## config.mk

```make
export PLATFORM = sky130hd
export DESIGN_NAME = lts_divider
export DESIGN_NICKNAME = d
export VERILOG_FILES = /design/src/lts_pkg.sv /design/src/lts_div_cell.sv /design/src/lts_divider.sv
export SDC_FILE = /design/constraint.sdc
export NUM_CORES = 2
export LEC_CHECK = 0
export CAP_MARGIN = 20
export CORE_UTILIZATION = 40
export CTS_CLUSTER_SIZE = 40
export DETAILED_ROUTE_END_ITERATION = 10
export DONT_BUFFER_PORTS = 1
export PLACE_DENSITY_LB_ADDON = 0.2
export RECOVER_POWER = 50
export SKIP_LAST_GASP = 1
export SYNTH_ARGS = -nofsm -noshare
export SYNTH_HDL_FRONTEND = slang
export SYNTH_SLANG_ARGS = --single-unit
```

## constraint.sdc

```tcl
create_clock -name clk -period 5.95 [get_ports clk]
set_clock_uncertainty 0.2 [all_clocks]
set_input_delay 1.19 -clock clk [delete_from_list [all_inputs] [get_ports clk]]
set_output_delay 1.19 -clock clk [all_outputs]
set_load 0.005 [all_outputs]
```

## src/lts_pkg.sv

```systemverilog
// ----------------------------------------------------------------------------
// lts_pkg: shared constants and types of the triangle shape function block
// Field widths, stream packing and the divider tag carried along the cells.
// ----------------------------------------------------------------------------
package lts_pkg;

  localparam int COORD_WIDTH_DEF = 16;
  localparam int FIELD_W         = 16;
  localparam int NUM_FIELDS      = 8;
  localparam int S_TDATA_W       = FIELD_W * NUM_FIELDS;

  localparam int TOL_W   = 33;
  localparam int AREA_W  = 34;
  localparam int CENT_W  = 16;
  localparam int SHAPE_W = 21;
  localparam int GRAD_W  = 24;

  // quotient bits produced by the cell row and the fraction bits of a shape value
  localparam int QUOT_BITS  = 24;
  localparam int FRAC_BITS  = 16;
  localparam int GRAD_SHIFT = QUOT_BITS - FRAC_BITS;

  localparam int FRONT_LAT = 4;
  localparam int DIV_LAT   = QUOT_BITS + 2;

  // result packing, lowest field first
  localparam int OFS_AREA  = 0;
  localparam int OFS_CX    = OFS_AREA + AREA_W;
  localparam int OFS_CY    = OFS_CX + CENT_W;
  localparam int OFS_S0    = OFS_CY + CENT_W;
  localparam int OFS_S1    = OFS_S0 + SHAPE_W;
  localparam int OFS_S2    = OFS_S1 + SHAPE_W;
  localparam int OFS_G0X   = OFS_S2 + SHAPE_W;
  localparam int OFS_G0Y   = OFS_G0X + GRAD_W;
  localparam int OFS_G1X   = OFS_G0Y + GRAD_W;
  localparam int OFS_G1Y   = OFS_G1X + GRAD_W;
  localparam int OFS_G2    = OFS_G1Y + GRAD_W;
  localparam int USED_W    = OFS_G2 + 2 * GRAD_W;
  localparam int M_TDATA_W = ((USED_W + 7) / 8) * 8;

  typedef struct packed {
    logic neg;
    logic ovf;
  } div_tag_t;

endpackage

```

## src/lts_div_cell.sv

```systemverilog
// ----------------------------------------------------------------------------
// lts_div_cell: one restoring division step
// Shift in one dividend bit, subtract the divisor when it fits, pass right.
// ----------------------------------------------------------------------------
module lts_div_cell import lts_pkg::*; #(
  parameter int DENW = 35
) (
  input  logic                 clk,
  input  logic                 en,
  input  logic [DENW-1:0]      r_in,
  input  logic [QUOT_BITS-1:0] low_in,
  input  logic [QUOT_BITS-1:0] q_in,
  input  logic [DENW-1:0]      ud_in,
  input  div_tag_t             tag_in,
  output logic [DENW-1:0]      r_out,
  output logic [QUOT_BITS-1:0] low_out,
  output logic [QUOT_BITS-1:0] q_out,
  output logic [DENW-1:0]      ud_out,
  output div_tag_t             tag_out
);

  logic [DENW:0] rs, diff;
  logic          fits;

  always_comb begin
    rs   = {r_in, low_in[QUOT_BITS-1]};
    diff = rs - {1'b0, ud_in};
    fits = rs >= {1'b0, ud_in};
  end

  always_ff @(posedge clk) begin
    if (en) begin
      r_out   <= fits ? diff[DENW-1:0] : rs[DENW-1:0];
      low_out <= {low_in[QUOT_BITS-2:0], 1'b0};
      q_out   <= {q_in[QUOT_BITS-2:0], fits};
      ud_out  <= ud_in;
      tag_out <= tag_in;
    end
  end

endmodule

```

## src/lts_divider.sv

```systemverilog
// ----------------------------------------------------------------------------
// lts_divider: saturating fixed point quotient trunc(num * 2^16 / den)
// Sign and range check, a row of division cells, then clamp to OUTW bits.
// ----------------------------------------------------------------------------
module lts_divider import lts_pkg::*; #(
  parameter int NUMW = 35,
  parameter int DENW = 35,
  parameter int OUTW = 24
) (
  input  logic                   clk,
  input  logic                   en,
  input  logic signed [NUMW-1:0] num,
  input  logic signed [DENW-1:0] den,
  output logic [OUTW-1:0]        quot
);

  localparam int CMPW = (NUMW > DENW + GRAD_SHIFT) ? NUMW : DENW + GRAD_SHIFT;
  localparam logic [QUOT_BITS-1:0] MAXV = QUOT_BITS'((64'd1 << (OUTW - 1)) - 64'd1);
  localparam logic [QUOT_BITS-1:0] LIM  = QUOT_BITS'(64'd1 << (OUTW - 1));

  logic [NUMW-1:0] un;
  logic [DENW-1:0] ud;

  always_comb begin
    un = num[NUMW-1] ? NUMW'(-num) : NUMW'(num);
    ud = den[DENW-1] ? DENW'(-den) : DENW'(den);
  end

  logic [DENW-1:0]      r   [QUOT_BITS+1];
  logic [QUOT_BITS-1:0] low [QUOT_BITS+1];
  logic [QUOT_BITS-1:0] q   [QUOT_BITS+1];
  logic [DENW-1:0]      udc [QUOT_BITS+1];
  div_tag_t             tag [QUOT_BITS+1];

  // quotient of 2^24 or more saturates either way
  always_ff @(posedge clk) begin
    if (en) begin
      r[0]       <= DENW'(un >> GRAD_SHIFT);
      low[0]     <= {un[GRAD_SHIFT-1:0], {FRAC_BITS{1'b0}}};
      q[0]       <= '0;
      udc[0]     <= ud;
      tag[0].neg <= num[NUMW-1] ^ den[DENW-1];
      tag[0].ovf <= CMPW'(un) >= CMPW'({ud, {GRAD_SHIFT{1'b0}}});
    end
  end

  for (genvar i = 0; i < QUOT_BITS; i++) begin : g_cell
    lts_div_cell #(.DENW(DENW)) u_cell (
      .clk     (clk),
      .en      (en),
      .r_in    (r[i]),
      .low_in  (low[i]),
      .q_in    (q[i]),
      .ud_in   (udc[i]),
      .tag_in  (tag[i]),
      .r_out   (r[i+1]),
      .low_out (low[i+1]),
      .q_out   (q[i+1]),
      .ud_out  (udc[i+1]),
      .tag_out (tag[i+1])
    );
  end

  logic [OUTW-1:0] quot_next;
  logic [QUOT_BITS-1:0] qf;

  always_comb begin
    qf = q[QUOT_BITS];
    if (tag[QUOT_BITS].neg) begin
      if (tag[QUOT_BITS].ovf || qf > LIM) quot_next = OUTW'(~MAXV);
      else quot_next = OUTW'(~qf + 1'b1);
    end else begin
      if (tag[QUOT_BITS].ovf || qf > MAXV) quot_next = OUTW'(MAXV);
      else quot_next = OUTW'(qf);
    end
  end

  always_ff @(posedge clk) begin
    if (en) quot <= quot_next;
  end

endmodule

```

Word level (Yosys, flattened, before mapping). Cells that the tools add are included.

Bits in registers: 2082.

Add/sub/neg operators: 26. Order comparisons: 27. Mux-type cells: 28. Bitwise gates (word level): 2. Reduce and logical (&&, ||, !) cells: 2.

Operator list (count): 2-to-1 mux 35 bit (24); >= comparator 36 x 35 -> 1 bit (23); subtractor 35 bit (22); 2-to-1 mux 24 bit (3); negation 35 bit (2); >= comparator 35 x 43 -> 1 bit (1); >= comparator 28 x 35 -> 1 bit (1); subtractor 28 x 35 -> 35 bit (1); 2-to-1 mux 28 bit (1); adder 24 x 1 -> 24 bit (second input constant) (1); > comparator 24 x 23 -> 1 bit (second input constant) (1); > comparator 24 bit (second input constant) (1); inverter 24 bit (1); logical OR 1 bit (2); bitwise XOR 1 bit (1).

Logic depth before layout (Yosys ltp).
Word-level depth: 4. Depth in mapped cells: 20. Mapped depth without buffers: 20.

By module. Synthesis repeated with hierarchy kept, for this count alone.

Cell total of the unflattened synthesis: 12914. Area total of the unflattened synthesis: 152925.4 µm².

Modules (own cells, without submodules): lts_div_cell (g_cell[12].u_cell ...) (times used 17, cells an instance 522, area an instance 6155.9 µm², sequential area each 3573.4 µm²); lts_div_cell (g_cell[0].u_cell ...) (times used 6, cells an instance 492, area an instance 5998.3 µm², sequential area each 3573.4 µm²); lts_div_cell (g_cell[19].u_cell) (times used 1, cells an instance 545, area an instance 6268.5 µm², sequential area each 3573.4 µm²); lts_divider (times used 1, cells an instance 543, area an instance 6017.0 µm², sequential area each 2882.8 µm²).

Worst setup path after synthesis. No wires, ideal clock.

Kind: input-to-reg. From: in num[4]. To: reg tag[48] (netlist bit), data pin. Setup time: 0.257 ns. Data arrival time: 4.739 ns. Required time: 5.493 ns. Setup slack: 0.754 ns. Cell stages on the path: 19. Buffers on the path: 0. Path through: nor4_1 > nand2_1 > or4_1 > nand2b_1 > nand2b_1 > or4_1 > o31ai_1 > xnor2_1 > ha_1 > a21o_1 > a21oi_1 > nor2b_1 > o21ai_0 > nand2b_1 > a21oi_1 > nor2b_1 > o21ai_0 > a31oi_1 > and4bb_1.

Longest elaborated chain between the ends: 3.

RTL lines: from (decl) (line lts_divider.sv:12) `input logic signed [NUMW-1:0] num,`; negation 35 bit (line lts_divider.sv:25) `un = num[NUMW-1] ? NUMW'(-num) : NUMW'(num);`; 2-to-1 mux 35 bit (line lts_divider.sv:25); named net un[28] (line lts_divider.sv:21) `logic [NUMW-1:0] un;`; >= comparator 35 x 43 -> 1 bit (line lts_divider.sv:43) `tag[0].ovf <= CMPW'(un) >= CMPW'({ud, {GRAD_SHIFT{1'b0}}});`; to (decl) (line lts_divider.sv:33) `div_tag_t tag [QUOT_BITS+1];`.

The timed path passes the listed nets, and every way through them passes these cells. A chain may end at the register's enable or synchronous reset.

Worst setup path in the final report.
From: in en. To: reg quot[15] (enable).

RTL lines: from (decl) (line lts_divider.sv:11) `input logic en,`; to (signal assigned) (line lts_divider.sv:79) `if (en) quot <= quot_next;`; to (decl) (line lts_divider.sv:14) `output logic [OUTW-1:0] quot`.

No word-level cell between the ends.

==> impl_metrics.ini <==
[run_status]
status = finished, violations left
violations = max-capacitance violations, max-slew violations

[synthesis]
synth_ff_type = edfxtp_1
yosys-top-cells-area = edfxtp_1 54%, ha_1 9.3%, inv_1 3.6%, a21oi_1 3.4%, xnor2_1 3.2%
synth_edf_count = 2082
synth.top_cell.area_share_pct = 53.9
ys_seq_elements = 2082
synth_commonest_cells = 2,082 x edfxtp_1, 1,097 x inv_1, 863 x ha_1
synth-async-reset-ratio_pct = 0
ys_seq_area_share_pct = 53.9
syn_inst = 10300
synth.distinct_cells = 87
yosys_warnings = 0
syn_area_sq_um = 116000
avgSynthCellArea_sq_um = 11.3
syn-num-nets = 11200
synth.largest_area_cell = edfxtp_1
yosys.cell_count.top_type = edfxtp_1

[detailed_routing]
finalWirelength_mm = 276
vias = 76500
drt_first_iter_violations = 5680
route.antenna.remaining_nets = 0
drc = 0
vias_per_cell = 5.32
first_pass_iters = 6
wl_per_cell_um = 19.2

[critical_path]
crit_chain = buf_16 > buf_16 > buf_16 > buf_16 > buf_16 > buf_16 > buf_16
path_buf_inv = 7
critical-path-top-delay-family = buffers and inverters
cp-start-kind = primary input
end_kind = flip-flop
cp_max_fo = 196
arrival_ns = 5.58
cpPeakStageDelay_ns = 0.56
slowest_stage = buf_16
crit_top_cell = buf_16
path_class = in2reg
crit_required_ns = 6.26
cp.depth = 7
reg2regPathDepth = 14

[floorplanning]
core_sq_um = 288000
rows = 197
die_w_um = 540
initial_core_util_pct = 40.2
die_h_um = 540
die-area_sq_um = 292000
io_pins = 96

[clocking]
ctsLongestPathBuffers = 4
cts_made_buffers = 237
cts_htree_levels = 4
cts_hold_buf = 0
clockRootBuffer = clkbuf_16
postCtsSetupBuffers = 0
clock_latency_ns = 0.90
clock_sinks = 2082
path_clk_slew_ns = 0.06
cts_tree = yes

[global_routing]
antenna_found_initial = 11
grt_pass1_vias = 74800
track_usage_pct = 18.5
grt_pass1_wl_mm = 428
grt_max_degree = 242
overflow = 0

[timing]
maxSlewViolCount = 538
max_slew_margin_pct = -193
holdWs_ns = 0.193
rsz0062_at_grt = false
fin_crit_ns = 5.27
setup_ws_ns = 0.680
setup_violations = 0
hold_viol = 0
max_freq_ghz = 0.190
post-route-period-util_pct = 88.6
tightestPinTransition_ns = 4.39

[pwr]
p_switching_w = 0.0249
pwr-share-comb_pct = 43.0
seqPwrFrac_pct = 34.9
clockPowerShare_pct = 22.0
power_density_nw_per_um2 = 527
intPower_w = 0.0430
ir_worst_vdd_uv = 326
switching_share_pct = 36.7
p_leak_nw = 52.6

[cells_and_area]
nNetsFinal = 11300
syn_to_final_growth_pct = 11.3
drive_gt1_share_pct = 7.50
finish.utilization_pct = 44.8
fin_area_sq_um = 129000

[flow_run]
cap_violations = 3

[hold_path]
hold-path-cell-count = 0
hp-class = reg2reg

[placement]
place_area_sq_um = 121000
port_buffers = 0
dp_slack_ns = -1.79
gp_congestion = 0.886
dp_hpwl_mm = 208
state kept, by name (all words and copies together) (netlist names):
register / flops
g_cell.u_cell.low_out: 28
g_cell.u_cell.q_out: 300
g_cell.u_cell.r_out: 805
g_cell.u_cell.tag_out: 48
g_cell.u_cell.ud_out: 805
low: 8
quot: 24
r: 27
tag: 2
udc: 35
final timing paths:
path	startpoint	end	slack [ns]
min reg2reg	g_cell[20].u_cell.q_out[19]	g_cell[21].u_cell.q_out[20]	0.19
min	g_cell[20].u_cell.q_out[19]	g_cell[21].u_cell.q_out[20]	0.19
max reg2reg	g_cell[17].u_cell.ud_out[6]	g_cell[18].u_cell.r_out[9]	0.71
max	en	quot[15]	0.68
cell usage in the layout (no fill, tap or decap), drive strengths merged, types with 92 or more instances in the layout:
cell type	synthesis	final
nor3	115	115
nor2b	132	132
nand4	112	112
clkinv	1	102
xor2	308	308
nand3	170	170
o21a	96	96
xnor2	420	420
o21bai	92	92
a21o	444	444
a21oi	783	783
ha	863	863
nand2	828	828
nand2b	133	133
clkbuf	171	293
mux2	280	280
o21ai	759	759
nor2	437	437
inv	1098	1109
edfxtp	2082	2082
power groups by stage:
stage / sequential (W) / combinational (W) / clock (W)
final: 0.0237 / 0.0292 / 0.0149
after floorplan: 0.0227 / 0.0222 / 0
after global placement: 0.0241 / 0.0286 / 0
after detailed placement: 0.0241 / 0.0290 / 0
after global routing: 0.0241 / 0.0326 / 0.0159
after CTS: 0.0238 / 0.0292 / 0.0154
what timing repair did:
action | CTS | global route
endpoints found under the hold margin | 0 | 0
setup endpoints to repair | 235 | 163
cloned | 2 | 2
resized for setup | 0 | 0
kinds of logic after synthesis:
kind of cell | after synthesis | share of synthesized area (%)
DFF | 2082 | 53.9
AOI/OAI and AO/OA | 2704 | 14.4
xor gates and xnor gates | 728 | 5.50
adders and majority gates | 886 | 9.71
buffers and inverters | 1306 | 4.26
muxes | 305 | 2.94
and+or+nand+nor | 2245 | 9.21
layout make-up:
| type | count | area, sq um |
|---|---|---|
| Clock buffer | 281 | 6160 |
| Multi-Input combinational cell | 6868 | 48600 |
| Timing Repair Buffer | 84 | 940 |
| Fill cell | 26300 | 159000 |
| Inverter | 1099 | 4130 |
| Sequential cell | 2082 | 62500 |
| Clock inverter | 164 | 1830 |
| Antenna cell | 18 | 45.0 |
| Tap cell | 3781 | 4730 |
stage by stage:
| step | setup TNS [ns] | instances | power (W) |
|---|---|---|---|
| 6_report | 0 | 14400 | 0.0679 |
| 5_1_grt | 0 | 14400 | 0.0726 |
| 4_1_cts | 0 | 14400 | 0.0685 |
| 3_5_place_dp | -573.34 | 13900 | 0.0531 |
| 3_3_place_gp | -472.14 | 13900 | 0.0526 |
| 2_1_floorplan | 0 | 10300 | 0.0450 |
per-layer routing:
metal / part of all wire, % / up-vias / GRT usage (%)
li1: - / 37800 / -
met1: 44 / 36800 / 24.2
met2: 49 / 1478 / 32.0
met3: 4.1 / 386 / 2.42
met4: 2.4 / 2 / 4.89
met5: 0.0047 / - / 0
(Power assumes the default switching activity.)
